===== src/rtl/rwb_pkg.sv =====
`default_nettype none

package rwb_pkg;

  // Image geometry defaults
  localparam int unsigned DefWidth  = 128;
  localparam int unsigned DefHeight = 64;

  // Register map
  localparam logic [1:0] RegMaxRange = 2'd0;
  localparam logic [1:0] RegMarkHalf = 2'd1;
  localparam logic [1:0] RegMarkCols = 2'd2;

  localparam logic [15:0] MaxRangeRst = 16'd10000;
  localparam logic [4:0]  MarkHalfRst = 5'd8;
  localparam logic [4:0]  MarkColsRst = 5'd5;

  // Function codes of an input transaction
  localparam logic [1:0] FuncPush  = 2'd0;
  localparam logic [1:0] FuncRead  = 2'd1;
  localparam logic [1:0] FuncClear = 2'd2;

  // Row code for "no mark" and every non-push result
  localparam logic [6:0] NoRow = 7'd64;

  // Row division: numerator width and quotient bits
  localparam int unsigned NumW  = 24;
  localparam int unsigned QBits = 7;

  localparam int unsigned QueueDepth = 2;

  typedef enum logic [2:0] {
    OP_MARK_NONE,
    OP_MARK_TOP,
    OP_MARK_DIV,
    OP_READ,
    OP_READ_ZERO,
    OP_CLEAR,
    OP_NOP
  } op_e;

  typedef struct packed {
    op_e         op;
    logic [15:0] diff;
    logic [2:0]  page_sel;
    logic [6:0]  column_sel;
  } cmd_t;

  typedef struct packed {
    logic [15:0] max_range_mm;
    logic [4:0]  mark_half_rows;
    logic [4:0]  mark_cols;
  } cfg_t;

  typedef enum logic [2:0] {
    ST_IDLE,
    ST_MUL,
    ST_DIV,
    ST_BAND,
    ST_WRITE,
    ST_READ
  } state_e;

endpackage

`default_nettype wire


===== src/rtl/rwb_queue.sv =====
`default_nettype none

module rwb_queue (
  input  wire logic          clk_i,
  input  wire logic          rst_ni,
  input  wire logic          wr_i,
  input  wire rwb_pkg::cmd_t wdata_i,
  output logic               full_o,
  input  wire logic          rd_i,
  output logic               valid_o,
  output rwb_pkg::cmd_t      rdata_o
);

  localparam int unsigned Depth = rwb_pkg::QueueDepth;
  localparam int unsigned PtrW  = $clog2(Depth);
  localparam int unsigned CntW  = $clog2(Depth + 1);

  rwb_pkg::cmd_t entry_q [Depth];
  logic [PtrW-1:0] wptr_q, wptr_d;
  logic [PtrW-1:0] rptr_q, rptr_d;
  logic [CntW-1:0] cnt_q, cnt_d;
  logic            do_wr;
  logic            do_rd;

  assign full_o  = (cnt_q == CntW'(Depth));
  assign valid_o = (cnt_q != '0);
  assign rdata_o = entry_q[rptr_q];
  assign do_wr   = wr_i && !full_o;
  assign do_rd   = rd_i && valid_o;

  always_comb begin
    wptr_d = wptr_q;
    rptr_d = rptr_q;
    if (do_wr) begin
      wptr_d = (wptr_q == PtrW'(Depth - 1)) ? '0 : wptr_q + 1'b1;
    end
    if (do_rd) begin
      rptr_d = (rptr_q == PtrW'(Depth - 1)) ? '0 : rptr_q + 1'b1;
    end
    cnt_d = cnt_q + CntW'(do_wr) - CntW'(do_rd);
  end

  always_ff @(posedge clk_i or negedge rst_ni) begin
    if (!rst_ni) begin
      wptr_q <= '0;
      rptr_q <= '0;
      cnt_q  <= '0;
    end else begin
      wptr_q <= wptr_d;
      rptr_q <= rptr_d;
      cnt_q  <= cnt_d;
    end
  end

  always_ff @(posedge clk_i) begin
    if (do_wr) begin
      entry_q[wptr_q] <= wdata_i;
    end
  end

endmodule

`default_nettype wire


===== config.mk =====
export PLATFORM = sky130hd
export DESIGN_NAME = rwb_queue
export DESIGN_NICKNAME = d
export VERILOG_FILES = /design/src/rtl/rwb_pkg.sv /design/src/rtl/rwb_queue.sv
export SDC_FILE = /design/constraint.sdc
export NUM_CORES = 1
export LEC_CHECK = 0
export BUFFER_PORTS_ARGS = -buffer_cell sky130_fd_sc_hd__buf_2
export CAP_MARGIN = 20
export CORE_ASPECT_RATIO = 1.4
export CORE_MARGIN = 4
export CORE_UTILIZATION = 55
export DETAILED_ROUTE_END_ITERATION = 10
export HOLD_SLACK_MARGIN = 0.15
export PLACE_DENSITY = 0.91
export REMOVE_ABC_BUFFERS = 1
export SLEW_MARGIN = 30
export SYNTH_ARGS = -nofsm -noshare
export SYNTH_HDL_FRONTEND = slang
export SYNTH_SLANG_ARGS = --single-unit
export TNS_END_PERCENT = 50

===== constraint.sdc =====
create_clock -name clk_i -period 6.1 [get_ports clk_i]
set_input_delay 1.83 -clock clk_i [delete_from_list [all_inputs] [get_ports clk_i]]
set_output_delay 1.83 -clock clk_i [all_outputs]
set_load 0.02 [all_outputs]

# Yosys cells after proc, flatten, opt, wreduce, memory -nomap -nowiden
# Memory sizes are Yosys's and may differ from the RTL's.
# Cells that the tools add are included.
# totals
out_inout_bits	31
register_bits	4
n_memories	1
ramBits	58
inputBits	33
# mem_list
name	words	width	rd	rd_clocked_by_memory_dff	wr	line_no	rtl
entry_q	2	29	1	0	1	rwb_queue.sv:18	rwb_pkg::cmd_t entry_q [Depth];
# classes
eq_ne	1
reduce_logical	4
mux	4
add_sub_neg	4
# ops
cell	n
$mux 1	4
$add 1x1->1 const B	2
$add 2x1->2	1
$eq 2x2->1 const B	1
$logic_and 1x1->1	2
$reduce_bool 2->1	1
$sub 2x1->2	1
$logic_not 1->1	1

# Longest topological paths before layout
# Gate-level depths: netlist of the first run.
# logic_depth
word_depth	5
mapped_depth	7
ltp_nobuf	7

# Worst setup path before layout of the first run
# OpenSTA, ideal clock, no wires.
# synth_timing
kind	input to register
from	input wr_i
to	memory entry_q[0][0] (netlist name) (enable)
slack_ns	2.530
path_stages	2
n_path_buf	0
arrival_time_ns	3.155
path_cell_list	nand2_1 -> nor2_1
# synth_via
elab_chain_len	3
# synth_lines
element	line_no	rtl
from (decl)	rwb_queue.sv:6	input wire logic wr_i,
$logic_and 1x1->1	rwb_queue.sv:28	assign do_wr = wr_i && !full_o;
$mux 1	rwb_queue.sv:56	if (do_wr) begin
$mux 1 (not written as such)	rwb_queue.sv:57	entry_q[wptr_q] <= wdata_i;
to (decl)	rwb_queue.sv:18	
# Every way passes these cells.

==> out/metrics.yaml, run 1 <==
run_status:
  outcome: "completed"
timing:
  drv_slew: 0
  holdWs_ns: 0.516
  worst_slack_ns: 2.39
  period_share_pct: 60.9
  worst_pin_slew_ns: 0.677
  setup_violations: 0
  fin_skew_ns: 0.00429
  setup_tns_ns: 0
  rsz0062_at_grt: "false"
  fmax_mhz: 269
  hold_viol: 0
  post-route-min-period_ns: 3.71
  relSlewSlack_pct: 54.8
place:
  gp_congestion: 0.622
  portBuffers: 63
  dp_hpwl_um: 2850
  placed_cell_area_sq_mm: 0.00267
  dp.cells: 214
  pre_cts_slack_ns: 2.70
worst_setup_path:
  reg2reg_slack_ns: 4.19
  required_ns: 4.27
  critPathKind: "register to output port"
  crit_path_max_fanout: 17
  cp.arrival_ns: 1.88
  critPathSlowestCell: "dfrtp_1"
  crit_path_cell_trace: "buf_4 > mux2_2 > buf_2"
  startpoint_type: "register"
  path_delay_family: "flip-flops"
  worstPathBufferInverterCount: 2
  slowest_delay_ns: 0.68
  cp-end-kind: "output port"
cts:
  cts_buffers: 9
  cts.sinks: 62
  cts_buffer_depth: 2
  ctsHoldBuffers: 0
  clkTransAtPathRegs_ns: 0.06
  cts.repair.resized: 0
  post_cts_buffers: 0
  htreeDepth: 3
  clk_latency_ns: 0.32
  root_buffer: "clkbuf_8"
  cts_tree: "yes"
floorplanning:
  pin_count: 64
  core_area_sq_mm: 0.00399
  initial_core_util_pct: 57.6
  die_y_um: 84.4
  rows: 27
  die_w_um: 62.6
  die_area_sq_mm: 0.00529
layout:
  fin_area_sq_mm: 0.00282
  fin_cells: 230
  fin_util_pct: 70.7
  n_fill_cell: 285
  final_cell_mix: "buf_2, edfxtp_1, mux2_2"
  drive_above_1_share_pct: 57.2
  area_growth_pct: 22.7
  final_common_cell: "buf_2"
  n_antenna_cell: 0
  ff_latch_area_sq_mm: 0.00184
  multi_input_area_sq_um: 427
  layout.nets: 217
routing:
  vias: 1234
  postRouteAntennaNets: 0
  viasPerCell: 5.37
  wl_um: 3920
  drc: 0
  drt_first_pass_iters: 5
  wl_per_cell_um: 17.1
  dr.first_iter.drc_count: 38
power_and_ir_drop:
  p_switching_mw: 0.454
  p_total_mw: 1.38
  comb_power_share_pct: 34.3
  sw_frac_of_total_pct: 32.9
  p_int_mw: 0.927
  p_clk_share_pct: 20.1
  cellPowerDensity_mw_per_mm2: 490
  irDropWorstVdd_mv: 0.303
  p_leak_nw: 1.10
  p_seq_share_pct: 45.5
global_route:
  grt.overflow.total: 0
  grt_pass1_vias: 1408
  grt_pass1_wl_um: 6370
  grt_use_total_pct: 16.4
  antenna_found_initial: 0
  grt_max_degree: 18
min_path:
  hp-class: "register to register"
yosys:
  postSynthAreaPerCell_sq_um: 21.3
  netlist_area_sq_mm: 0.00230
  ys_warn_count: 0
  ys_seq_area_share_pct: 80.2
  syn_inst: 108
  ys_ff_latch: 62
  ys_types: 14
flow_run:
  drv_cap: 0
## sequential cells by signal, summed over array words and instances, names as in the netlist
name	count
wptr_q	1
entry_q	58
rptr_q	1
cnt_q	2
## power by group through the flow
stage | Combinational, mW | Clock [mW] | Sequential [mW]
floorplan | 0.317 | 0 | 0.640
global placement | 0.463 | 0 | 0.631
detailed placement | 0.482 | 0 | 0.640
CTS | 0.483 | 0.287 | 0.631
global route | 0.507 | 0.309 | 0.639
finish | 0.474 | 0.278 | 0.629
## per-layer routing
layer	GRT usage, %	vias to the layer above	part of all wire (%)
li1	-	566	-
met1	15.3	614	35
met2	28.8	41	55
met3	4.95	13	5.9
met4	13.9	0	3.7
met5	0	-	0
## worst paths after layout
check / to / startpoint / depth (start not counted)
max: rdata_o[26] / rptr_q / 3
min in group asynchronous: rptr_q / rst_ni / 1
min reg2reg: wptr_q / wptr_q / 1
min: wptr_q / wptr_q / 1
max reg2reg: entry_q[0][18] / cnt_q[1] / 4
max in group asynchronous: cnt_q[1] / rst_ni / 1
## area by class of cell
cell class | instances | share of cell area, %
clock inverters | 3 | 0.400
repair buffers | 66 | 12.0
multi-input cells | 41 | 15.1
flip-flops and latches | 62 | 65.4
inverters | 2 | 0.266
well taps | 43 | 1.91
clock buffers | 13 | 4.93
## cells by family after synthesis
family,Yosys count,synth area share [%]
buffers and inverters,5,1.31
XOR/XNOR,4,1.53
adder cells (fa/ha/maj),2,1.09
flip-flops,62,80.2
multiplexers,29,14.2
AND/OR/NAND/NOR,6,1.64
## synthesized netlist by cell type (all sizes together)
cell / number / share of area, %
or2: 1 / 0.38
edfxtp: 58 / 76
nand2b: 1 / 0.27
nor2: 1 / 0.16
dfrtp: 4 / 4.4
buf: 3 / 0.98
and3: 1 / 0.27
xor2: 1 / 0.38
xnor2: 3 / 1.1
and2: 1 / 0.38
ha: 2 / 1.1
mux2: 29 / 14
inv: 2 / 0.33
nand2: 1 / 0.16
(Power assumes the default switching activity.)
==> run 2, diff against run 1 <==
Settings changed: CORE_UTILIZATION 55 to 51, PLACE_DENSITY 0.91 to 0.86.
Clock period 6.1 ns to 3.7 ns, I/O delays scaled along.
==> run 2 against run 1 <==
Flip-flop and latch count unchanged. Register-to-register slack got worse by 2.4 ns. Critical path depth did not move. Critical endpoint is now rdata_o[20]. Largest cell class unchanged.
==> out/metrics.yaml, run 2 (same netlist as run 1, synthesis figures left out) <==
run_status:
  outcome: "completed"
min_path:
  hp-class: "register to register"
floorplanning:
  initial_core_util_pct: 53.7
  die_area_sq_mm: 0.00565
  core_area_sq_mm: 0.00427
  die_y_um: 87.4
  die_w_um: 64.7
  rows: 28
  pin_count: 64
global_route:
  grt_use_total_pct: 15.7
  grt_pass1_vias: 1348
  grt.overflow.total: 0
  grt_max_degree: 19
  antenna_found_initial: 0
  grt_pass1_wl_um: 6310
layout:
  drive_above_1_share_pct: 58.6
  ff_latch_area_sq_mm: 0.00184
  fin_area_sq_mm: 0.00285
  final_cell_mix: "buf_2, edfxtp_1, mux2_2"
  regMostFlops: "entry_q"
  layout.nets: 217
  n_antenna_cell: 0
  final_common_cell: "buf_2"
  largest_reg_flops: 58
  n_fill_cell: 320
  fin_util_pct: 66.7
  area_growth_pct: 24.1
  multi_input_area_sq_um: 427
  top_regs: "entry_q (58), cnt_q (2)"
cts:
  cts_buffers: 9
  root_buffer: "clkbuf_8"
  cts.sinks: 62
  cts.repair.resized: 0
  clkTransAtPathRegs_ns: 0.06
  cts_buffer_depth: 2
  clk_latency_ns: 0.33
  post_cts_buffers: 0
  htreeDepth: 3
  ctsHoldBuffers: 0
  cts_tree: "yes"
worst_setup_path:
  critPathKind: "register to output port"
  startpoint_type: "register"
  cp.arrival_ns: 1.77
  cp-end-kind: "output port"
  required_ns: 2.59
  crit_path_max_fanout: 18
place:
  dp_hpwl_um: 2960
  placed_cell_area_sq_mm: 0.00270
  gp_congestion: 0.682
  portBuffers: 63
timing:
  relSlewSlack_pct: 51.3
  drv_slew: 0
  rsz0062_at_grt: "false"
  worst_pin_slew_ns: 0.730
  hold_viol: 0
  setup_tns_ns: 0
  fin_skew_ns: 0.00541
  period_share_pct: 77.8
  post-route-min-period_ns: 2.88
  setup_violations: 0
  fmax_mhz: 347
routing:
  wl_per_cell_um: 16.3
  postRouteAntennaNets: 0
  vias: 1197
  drt_first_pass_iters: 4
  viasPerCell: 4.87
  dr.first_iter.drc_count: 36
  drc: 0
  wl_um: 4020
power_and_ir_drop:
  cellPowerDensity_mw_per_mm2: 806
  p_leak_nw: 1.10
  irDropWorstVdd_mv: 0.462
flow_run:
  drv_cap: 0
[run 2: final timing paths]
check / to / cells after the start / from / slack, ns
worst max-delay path: rdata_o[20] / 3 / rptr_q / 0.82
worst min register to register: cnt_q[1] / 1 / cnt_q[1] / 0.51
max in group asynchronous: rptr_q / 1 / rst_ni / 3.00
worst min-delay path: cnt_q[1] / 1 / cnt_q[1] / 0.51
min in group asynchronous: cnt_q[0] / 1 / rst_ni / 0.58
worst max register to register: entry_q[0][26] / 4 / cnt_q[1] / 1.78
[run 2: critical path, stage by stage, from the launching register on]
cell	delay, ns
dfrtp_1	0.69
buf_12	0.23
mux2_2	0.35
buf_2	0.16
[run 2: where the power goes]
group | switching, mW | total, mW | internal (mW)
sequential | 0.0747 | 1.04 | 0.965
combinational | 0.455 | 0.797 | 0.342
clock | 0.224 | 0.462 | 0.238
total | 0.754 | 2.30 | 1.54
[run 2: cell type report]
type	count	area share, %
sequential	62	64.6
multi-input combinational	41	15.0
timing repair buffer	66	12.3
clock buffer	13	4.87
tap	60	2.63
clock inverter	2	0.351
inverter	2	0.263
[run 2: per-layer routing]
layer | part of all wire [%] | vias up | track usage [%]
met5 | 0 | - | 0
met4 | 0.85 | 0 | 6.35
met3 | 5.6 | 5 | 6.59
met2 | 58 | 34 | 28.0
met1 | 36 | 592 | 16.0
li1 | - | 566 | -
[run 2: through the flow]
stage                     total power [mW]  instances  hold slack (ns)  setup WS [ns]
after floorplan                       1.58        105            0.461          0.850
after global placement                1.82        231            0.483           1.20
after detailed placement              1.87        231            0.501           1.08
after CTS                             2.33        246            0.512          0.796
after global routing                  2.42        246            0.533          0.715
final                                 2.30        246            0.506          0.821
