--- src/rtl/rwb_pkg.sv ---
`default_nettype none

package rwb_pkg;

  // Image geometry defaults
  localparam int unsigned DefWidth  = 128;
  localparam int unsigned DefHeight = 64;

  // Register map
  localparam logic [1:0] RegMaxRange = 2'd0;
  localparam logic [1:0] RegMarkHalf = 2'd1;
  localparam logic [1:0] RegMarkCols = 2'd2;

  localparam logic [15:0] MaxRangeRst = 16'd10000;
  localparam logic [4:0]  MarkHalfRst = 5'd8;
  localparam logic [4:0]  MarkColsRst = 5'd5;

  // Function codes of an input transaction
  localparam logic [1:0] FuncPush  = 2'd0;
  localparam logic [1:0] FuncRead  = 2'd1;
  localparam logic [1:0] FuncClear = 2'd2;

  // Row code for "no mark" and every non-push result
  localparam logic [6:0] NoRow = 7'd64;

  // Row division: numerator width and quotient bits
  localparam int unsigned NumW  = 24;
  localparam int unsigned QBits = 7;

  localparam int unsigned QueueDepth = 2;

  typedef enum logic [2:0] {
    OP_MARK_NONE,
    OP_MARK_TOP,
    OP_MARK_DIV,
    OP_READ,
    OP_READ_ZERO,
    OP_CLEAR,
    OP_NOP
  } op_e;

  typedef struct packed {
    op_e         op;
    logic [15:0] diff;
    logic [2:0]  page_sel;
    logic [6:0]  column_sel;
  } cmd_t;

  typedef struct packed {
    logic [15:0] max_range_mm;
    logic [4:0]  mark_half_rows;
    logic [4:0]  mark_cols;
  } cfg_t;

  typedef enum logic [2:0] {
    ST_IDLE,
    ST_MUL,
    ST_DIV,
    ST_BAND,
    ST_WRITE,
    ST_READ
  } state_e;

endpackage

`default_nettype wire

--- src/rtl/rwb_front.sv ---
`default_nettype none

module rwb_front #(
  parameter int unsigned WIDTH  = rwb_pkg::DefWidth,
  parameter int unsigned HEIGHT = rwb_pkg::DefHeight
) (
  input  wire logic               [1:0]  func_i,
  input  wire logic signed        [15:0] range_mm_i,
  input  wire logic               [2:0]  page_sel_i,
  input  wire logic               [6:0]  column_sel_i,
  input  wire rwb_pkg::cfg_t             cfg_i,
  output rwb_pkg::cmd_t                  cmd_o
);

  localparam int unsigned Pages = (HEIGHT + 7) / 8;

  logic range_pos;
  logic range_top;
  logic read_ok;

  assign range_pos = !range_mm_i[15] && (range_mm_i != 16'sd0);
  assign range_top = unsigned'(range_mm_i) >= cfg_i.max_range_mm;
  assign read_ok   = ({2'b00, column_sel_i} < 9'(WIDTH)) && ({1'b0, page_sel_i} < 4'(Pages));

  // Classify the transaction so the back end only executes
  always_comb begin
    cmd_o.diff       = cfg_i.max_range_mm - unsigned'(range_mm_i);
    cmd_o.page_sel   = page_sel_i;
    cmd_o.column_sel = column_sel_i;
    unique case (func_i)
      rwb_pkg::FuncPush: begin
        if (!range_pos) begin
          cmd_o.op = rwb_pkg::OP_MARK_NONE;
        end else if (range_top) begin
          cmd_o.op = rwb_pkg::OP_MARK_TOP;
        end else begin
          cmd_o.op = rwb_pkg::OP_MARK_DIV;
        end
      end
      rwb_pkg::FuncRead:  cmd_o.op = read_ok ? rwb_pkg::OP_READ : rwb_pkg::OP_READ_ZERO;
      rwb_pkg::FuncClear: cmd_o.op = rwb_pkg::OP_CLEAR;
      default:            cmd_o.op = rwb_pkg::OP_NOP;
    endcase
  end

endmodule

`default_nettype wire

--- config.mk ---
export PLATFORM = sky130hd
export DESIGN_NAME = rwb_front
export DESIGN_NICKNAME = d
export VERILOG_FILES = /design/src/rtl/rwb_pkg.sv /design/src/rtl/rwb_front.sv
export SDC_FILE = /design/constraint.sdc
export NUM_CORES = 1
export LEC_CHECK = 0
export BUFFER_PORTS_ARGS = -buffer_cell sky130_fd_sc_hd__buf_2
export CORE_MARGIN = 4
export CORE_UTILIZATION = 41
export DETAILED_ROUTE_END_ITERATION = 10
export GPL_TIMING_DRIVEN = 0
export PLACE_DENSITY = 0.85
export SKIP_LAST_GASP = 1
export SLEW_MARGIN = 20
export SYNTH_ARGS = -nofsm -noshare
export SYNTH_HDL_FRONTEND = slang
export SYNTH_SLANG_ARGS = --single-unit
--- constraint.sdc ---
create_clock -name vclk -period 3.43
set_input_delay 0.686 -clock vclk [all_inputs]
set_output_delay 0.686 -clock vclk [all_outputs]
set_load 0.01 [all_outputs]
-- After elaboration in Yosys (flattened, before gate mapping)
Index checks and enable logic that the tools add are counted.
- $add $sub $neg: 1
- magnitude comparators: 1
- equality and inequality tests: 2
- muxes and demuxes: 3
- reduce and logical (&&, ||, !) cells: 4
- operators by type and width (kind ; count):
    16-bit greater-or-equal comparator ; 1
    16-bit nonzero test ; 1
    16-bit subtractor ; 1
    3-bit case mux with 3 select lines ; 1
    2-bit two-way mux ; 2
    2-bit by 1-bit == test with 1-bit output, second input constant ; 1
    2-bit == test, second input constant ; 1
    2-bit zero test ; 1
    1-bit logical AND ; 1
    1-bit zero test ; 1
- flip-flop bits (word level): 0
- input port bits: 54
- output and inout port bits: 29
- logic and storage cells: 11

-- Depth between registers and ports, before layout
Gate-level depths: netlist (run 1).
- word-level depth: 4
- gate-level depth with buffers: 9
- gate-level depth less buffers: 9

-- Least setup slack after synthesis (run 1)
No wires, ideal clock.
- path kind: in2out
- from: input cfg_i[10] (netlist bit)
- to: output cmd_o[26] (netlist bit)
- arrival time: 2.370 ns
- data required time: 2.744 ns
- setup slack: 0.374 ns
- stages: 9
- path buffers: 0
- cells stage by stage: inv_1 > ha_1 > fa_1 > nor2b_1 > o31a_1 > o31a_1 > a21oi_1 > nand3_1 > a211oi_1
- RTL lines (element ; line ; text):
    start: declaration ; rwb_front.sv:11 ; input wire rwb_pkg::cfg_t cfg_i,
    end: declaration ; rwb_front.sv:12 ; output rwb_pkg::cmd_t cmd_o

==> results of run 1 <==
## worst max-delay path: stages
cell and delay (ps):
buf_8 100, inv_4 50, ha_4 190, nor2b_4 120, o31a_1 330, o41a_1 450
a221o_1 350, a21oi_2 150, xnor2_1 120, buf_2 140
## metrics by stage
step	util (%)	cells	TNS, ps	setup slack (ps)	hold slack (ps)
2_1_floorplan	-	139	0	374	1460
3_3_place_gp	59.3	230	0	24.9	1560
4_1_cts	59.4	230	0	9.17	1560
3_5_place_dp	59.3	230	-2.82	-2.82	1560
5_1_grt	63.1	233	-74.7	-32.5	1560
6_report	63.1	233	0	52.9	1560
## cell usage in the layout (no fill, tap or decap), drive strengths merged
cell type and count:
o21ai 4, o21a 6, nor4 3, a31oi 1, o32a 1, o31a 3
nand4 3, or2 2, xor2 3, fa 1, ha 19, nand2 3
a221o 2, and4 1, o41a 1, nand3 1, nor2 9, buf 76
a21o 7, o21bai 3, a211oi 3, a41oi 1, inv 24, nor3 1
a31o 1, xnor2 8, a21oi 11, and3 4, a2111oi 1, nor2b 2
## logic make-up after synthesis
logic type / synth area share, %
AO/OA/AOI/OAI: 32.2
XOR/XNOR: 9.64
adder cells (fa/ha/maj): 25.8
buffers and inverters: 16.5
AND/OR/NAND/NOR: 15.9
## power by group through the flow
stage | Sequential (mW) | Clock (mW) | Combinational (mW)
floorplan | 0 | 0 | 0.170
global placement | 0 | 0 | 0.258
detailed placement | 0 | 0 | 0.261
CTS | 0 | 0 | 0.263
global route | 0 | 0 | 0.307
finish | 0 | 0 | 0.277
## final cells by class
type | instances | area [um2]
Buffer | 10 | 75.1
Tap cell | 28 | 35.0
Inverter | 24 | 92.6
Timing Repair Buffer | 66 | 348
Fill cell | 217 | 840
Multi-Input combinational cell | 105 | 886
## routing by layer
metal  global-route usage [%]  share of wire (%)  vias to the layer above  wire, um
met3                    0.679                6.9                        6       202
met1                     21.6                 43                      546      1260
met2                     28.2                 49                       52      1440
met4                     2.98                1.5                        0        44
met5                        0                  0                        -         0
li1                         -                  -                      630         -
## worst min-delay path by stage
stage	startpoint	to	slack (ps)	cells after the start
2_1_floorplan	column_sel_i[0]	cmd_o[0]	1460	1
6_report	column_sel_i[2]	cmd_o[2]	1560	2
4_1_cts	column_sel_i[2]	cmd_o[2]	1560	2
5_1_grt	column_sel_i[2]	cmd_o[2]	1560	2
3_3_place_gp	page_sel_i[1]	cmd_o[8]	1560	2
3_5_place_dp	column_sel_i[2]	cmd_o[2]	1560	2
## timing repair
action                                  CTS  global route
hold buffers                              0             0
endpoints found under the setup margin    1             5
pin swaps                                 0             7
buffers inserted                          0             3
resized for setup                         1            11
==> impl_metrics.toml, run 1 <==
[detailed_routing]
avgRoutedWirePerCell_um = 12.6
ant_nets = 0
vias = 1234
viasPerCell = 5.30
drt_iter0_markers = 26
totalWireLength_um = 2940
drc = 0
drtPass1Iterations = 4

[yosys]
yosysMostFrequentCell = "inv_1"
syn_area_um2 = 1000
yosysTopAreaCell = "ha_1"
syn_area_per_cell_um2 = 7.19
netlist_instances = 139
synth_top_cell_area_share_pct = 23.8
ys_warn_count = 0
ys_seq_area_share_pct = 0
synth_nets = 213
synth_common_cells = "24 x inv_1, 19 x ha_1, 10 x a21oi_1, 10 x buf_4, 9 x nor2_1"
synth_cell_types = 32
synth.area.top_cells = "ha_1 24%, inv_1 9.0%, buf_4 7.5%, xnor2_1 7.0%, a21o_1 5.3%"

[global_routing]
grt_pass1_wl_um = 4480
grt_overflow_total = 0
grt_pass1_vias = 1114
antenna_found_initial = 0
grt_max_degree = 7
track_usage_pct = 16.0

[worst_setup_path]
required_ps = 2740
crit_fanout = 4
startpoint = "range_mm_i[1]"
crit_path_end_kind = "primary output"
crit_type = "in2out"
start_kind = "input pin"
endpoint = "cmd_o[23]"
crit_arrival_ps = 2690

[pwr]
internal-power_mw = 0.136
switching_share_pct = 50.8
p_sw_mw = 0.140
power_frac_seq_pct = 0
p_total_mw = 0.277
combPwrFrac_pct = 100.0
vdd_drop_max_v = 0.000119
power_density_mw_per_mm2 = 193
p_leak_nw = 0.815
clockPowerShare_pct = 0

[die]
rows = 17
die-area_mm2 = 0.00329
coreArea_mm2 = 0.00228
die_y_um = 57.4
ios = 83
die_w_um = 57.4
start_util_pct = 43.9

[finish]
nClkBuffers = 0
antenna_cells = 0
drive_gt1_share_pct = 42.4
regArea_um2 = 0
design.seq.count = 0
nNetsFinal = 281
syn_to_final_growth_pct = 43.7
final_area_mm2 = 0.00144

[flow_run]
max-cap-violations = 0

[place]
place_hpwl_um = 2520
portBuffers = 63
gp_congestion = 0.866
placed_area_mm2 = 0.00135

[timing]
tightestPinTransition_ps = 349
post-route-min-period_ps = 3380
slew_viol_final = 0
max_clock_freq_mhz = 296
slew_headroom_pct = 76.1
hold_viol_final = 0
finalSetupViolCount = 0
period_share_pct = 98.5

[hold_path]
min_path_type = "in2out"

[outcome]
status = "complete, no violations"
(Power assumes the default switching activity.)
==> inputs of run 2 (changes only) <==
--- a/config.mk
+++ b/config.mk
@@ -11,6 +11,7 @@
 export DETAILED_ROUTE_END_ITERATION = 10
 export GPL_TIMING_DRIVEN = 0
 export PLACE_DENSITY = 0.85
+export SETUP_SLACK_MARGIN = 0.15
 export SKIP_LAST_GASP = 1
 export SLEW_MARGIN = 20
 export SYNTH_ARGS = -nofsm -noshare
==> impl_metrics.toml, run 2 (same netlist as run 1, synthesis figures left out) <==
[outcome]
status = "complete, no violations"

[pwr]
clockPowerShare_pct = 0
switching_share_pct = 49.6
p_leak_nw = 0.853
p_sw_mw = 0.151
combPwrFrac_pct = 100.0
power_frac_seq_pct = 0
vdd_drop_max_v = 0.000136
internal-power_mw = 0.154
power_density_mw_per_mm2 = 197

[timing]
period_share_pct = 96.7
post-route-min-period_ps = 3320
tns_ps = 0
slew_viol_final = 0
fin_ws_ps = 113
tightestPinTransition_ps = 359
slew_headroom_pct = 75.5
finalSetupViolCount = 0
max_clock_freq_mhz = 301
hold_viol_final = 0
rsz0062_at_grt = "true"

[detailed_routing]
viasPerCell = 5.33
avgRoutedWirePerCell_um = 14.0
totalWireLength_um = 3350
drtPass1Iterations = 5
drt_iter0_markers = 31
drc = 0
vias = 1273
ant_nets = 0

[finish]
nClkBuffers = 0
design.seq.count = 0
nNetsFinal = 287
regArea_um2 = 0
antenna_cells = 0
drive_gt1_share_pct = 47.9
syn_to_final_growth_pct = 54.9
final_cell_mix = "60 x buf_2, 21 x inv_1, 18 x buf_4"
layout_commonest_cell = "buf_2"

[worst_setup_path]
crit_type = "in2out"
crit_path_end_kind = "primary output"
cpPeakStageDelay_ps = 340
worst_path_most_repeated_cell = "o31a_1"
critPathBufInv = 3
crit_path_top_delay_cell = "a221o_1"
crit_fanout = 3
required_ps = 2740
cp_cell_sequence = "buf_6 > inv_4 > ha_4 > fa_2 > nor2b_2 > o31a_1 > o31a_1 > a21oi_2 > nand3_2 > a221o_1 > buf_2"
cpLargestDelayFamily = "compound AO/OA/AOI/OAI gates"
crit_arrival_ps = 2630
startpoint = "cfg_i[10]"
start_kind = "input pin"

[global_routing]
grt_pass1_wl_um = 5020
grt_max_degree = 7
antenna_found_initial = 0
grt_pass1_vias = 1244
track_usage_pct = 18.2
grt_overflow_total = 0

[flow_run]
max-cap-violations = 0

[place]
place_hpwl_um = 2520
gp_congestion = 0.866
portBuffers = 63
place_ws_ps = -2.82

[die]
ios = 83
coreArea_mm2 = 0.00228
die-area_mm2 = 0.00329
die_y_um = 57.4
die_w_um = 57.4
rows = 17
start_util_pct = 43.9

[hold_path]
min_path_type = "in2out"
hold_start = "column_sel_i[2]"

[cts]
ctsHoldBuffers = 0
-- run 2: cell types whose count changed in the layout (fill, tap and decap cells not counted), sizes merged --
cell,delta
buf,+6
-- run 2: metrics by stage --
stage	hold WS [ps]	utilization [%]	total power [mW]	instance area (um2)	cells
2_1_floorplan	1460	-	0.170	1000	139
3_3_place_gp	1560	59.3	0.258	1350	230
3_5_place_dp	1560	59.3	0.261	1350	230
4_1_cts	1560	63.9	0.282	1450	235
5_1_grt	1560	68.1	0.334	1550	239
6_report	1560	68.1	0.305	1550	239
-- run 2: power groups by stage --
stage	Combinational [mW]	Clock, mW	Sequential (mW)
after floorplan	0.170	0	0
after global placement	0.258	0	0
after detailed placement	0.261	0	0
final	0.305	0	0
after global routing	0.334	0	0
after CTS	0.282	0	0
-- run 2: path summary, 6_finish.rpt --
kind	endpoint	depth (start not counted)
setup / recovery	cmd_o[27]	11
hold / removal	cmd_o[2]	2
-- run 2: cell type report --
| cell class | instances | area [um2] |
|---|---|---|
| buffer | 10 | 75.1 |
| fill | 203 | 727 |
| inverter | 24 | 95.1 |
| multi-input combinational | 105 | 935 |
| tap | 28 | 35.0 |
| timing repair buffer | 72 | 409 |
-- run 2: metal layers --
metal,track usage [%],up-vias,share of wire (%)
met1,22.4,567,39
met4,4.30,0,1.5
li1,-,634,-
met2,33.9,66,53
met3,1.13,6,6.5
met5,0,-,0
-- run 2: timing repair --
action	CTS	global route
resized for setup	14	11
setup buffers	5	4
pin swaps	8	15
setup endpoints to repair	7	8
==> inputs of run 3 (changes only) <==
--- a/config.mk
+++ b/config.mk
@@ -6,11 +6,13 @@
 export NUM_CORES = 1
 export LEC_CHECK = 0
 export BUFFER_PORTS_ARGS = -buffer_cell sky130_fd_sc_hd__buf_2
+export CELL_PAD_IN_SITES_DETAIL_PLACEMENT = 1
+export CELL_PAD_IN_SITES_GLOBAL_PLACEMENT = 1
 export CORE_MARGIN = 4
-export CORE_UTILIZATION = 41
+export CORE_UTILIZATION = 26
 export DETAILED_ROUTE_END_ITERATION = 10
 export GPL_TIMING_DRIVEN = 0
-export PLACE_DENSITY = 0.85
+export PLACE_DENSITY_LB_ADDON = 0.1
 export SETUP_SLACK_MARGIN = 0.15
 export SKIP_LAST_GASP = 1
 export SLEW_MARGIN = 20
==> impl_metrics.toml, run 3 (same netlist as run 1, synthesis figures left out) <==
[global_routing]
grt_pass1_wl_um = 6060
antenna_found_initial = 0
grt_overflow_total = 0
grt_max_degree = 7
track_usage_pct = 14.4
grt_pass1_vias = 1324

[place]
portBuffers = 63
gp_congestion = 0.855
placed_area_mm2 = 0.00138
place_hpwl_um = 3240

[die]
ios = 83
start_util_pct = 27.1
rows = 22
coreArea_mm2 = 0.00369
die-area_mm2 = 0.00490
die_w_um = 70.0
die_y_um = 70.0

[timing]
tightestPinTransition_ps = 349
max_clock_freq_mhz = 307
rsz0062_at_grt = "true"
worst_hold_slack_ps = 1560
slew_headroom_pct = 76.1
post-route-min-period_ps = 3260
hold_viol_final = 0
slew_viol_final = 0
period_share_pct = 95.1
finalSetupViolCount = 0

[finish]
antenna_cells = 0
nClkBuffers = 0
final_area_mm2 = 0.00160
layout_commonest_cell = "buf_2"
drive_gt1_share_pct = 49.5
nNetsFinal = 290
final_cell_mix = "59 x buf_2, 21 x inv_1, 21 x buf_4"
design.seq.count = 0
syn_to_final_growth_pct = 60.3
regArea_um2 = 0

[worst_setup_path]
crit_path_top_delay_cell = "o31a_1"
start_kind = "input pin"
worst_path_most_repeated_cell = "o31a_1"
crit_fanout = 3
required_ps = 2740
cp_cell_sequence = "buf_8 > inv_4 > ha_4 > fa_2 > nor2b_2 > o31a_1 > o31a_1 > a21oi_2 > nand3_2 > a221o_1 > buf_2"
crit_arrival_ps = 2580
cpPeakStageDelay_ps = 310
crit_path_end_kind = "primary output"
crit_type = "in2out"

[detailed_routing]
met2WireLength_um = 1890
drc = 0
viasPerCell = 4.77
ant_nets = 0
avgRoutedWirePerCell_um = 14.6
wl_met1_um = 1720
wl_met3_um = 175
drt_iter0_markers = 28
routed.top_layer = "met4"
vias = 1249
totalWireLength_um = 3820
drtPass1Iterations = 3

[pwr]
combPwrFrac_pct = 100.0
switching_share_pct = 49.2
p_leak_nw = 0.870
p_sw_mw = 0.155
power_frac_seq_pct = 0
power_density_mw_per_mm2 = 196
clockPowerShare_pct = 0
internal-power_mw = 0.160
vdd_drop_max_v = 0.0000903

[outcome]
status = "complete, no violations"

[flow_run]
max-cap-violations = 0

[hold_path]
min_path_type = "in2out"
whs_path_depth = 2
## run 3: cell types whose count changed in the layout (fill, tap and decap cells not counted), sizes merged
| cell | previous run | this run |
|---|---|---|
| buf | 82 | 85 |
## run 3: power groups by stage
stage | registers (mW) | clock network, mW | logic [mW]
detailed placement | 0 | 0 | 0.271
global placement | 0 | 0 | 0.263
floorplan | 0 | 0 | 0.170
global route | 0 | 0 | 0.348
CTS | 0 | 0 | 0.294
finish | 0 | 0 | 0.314
## run 3: worst paths after layout
path | start | endpoint | slack (ps)
worst min-delay path | column_sel_i[5] | cmd_o[5] | 1560
worst max-delay path | cfg_i[10] | cmd_o[27] | 170
## run 3: cell type report
type	instances	area, um2
inverters	24	95.1
fillers	492	2090
plain buffers	10	75.1
multi-input cells	105	931
well taps	48	60.1
repair buffers	75	442
## run 3: timing repair
action	CTS	global route
pin swaps	14	16
hold buffers	0	0
endpoints found under the setup margin	6	9
buffers inserted	7	5
resized for setup	13	18
## run 3: critical path: cells and delay by family
family / cells / cell delay [ps]
buffers and inverters: 3 / 280
adders and majority gates: 2 / 370
AOI/OAI and AO/OA: 4 / 1080
and+or+nand+nor: 2 / 160
## run 3: routing by layer
metal / vias to the layer above / track usage, %
met5: - / 0
met4: 0 / 1.49
met3: 4 / 1.44
met2: 41 / 26.4
met1: 563 / 18.4
li1: 641 / -
## run 3: metrics by stage
step                power [mW]  setup WS [ps]  instances  util, %  setup TNS (ps)
floorplan                0.170            374        139        -               0
global placement         0.263          -24.3        250     37.3           -46.4
detailed placement       0.271          -38.9        250     37.3            -103
CTS                      0.294           69.6        257     40.2               0
global route             0.348           75.5        262     43.5               0
finish                   0.314            168        262     43.5               0
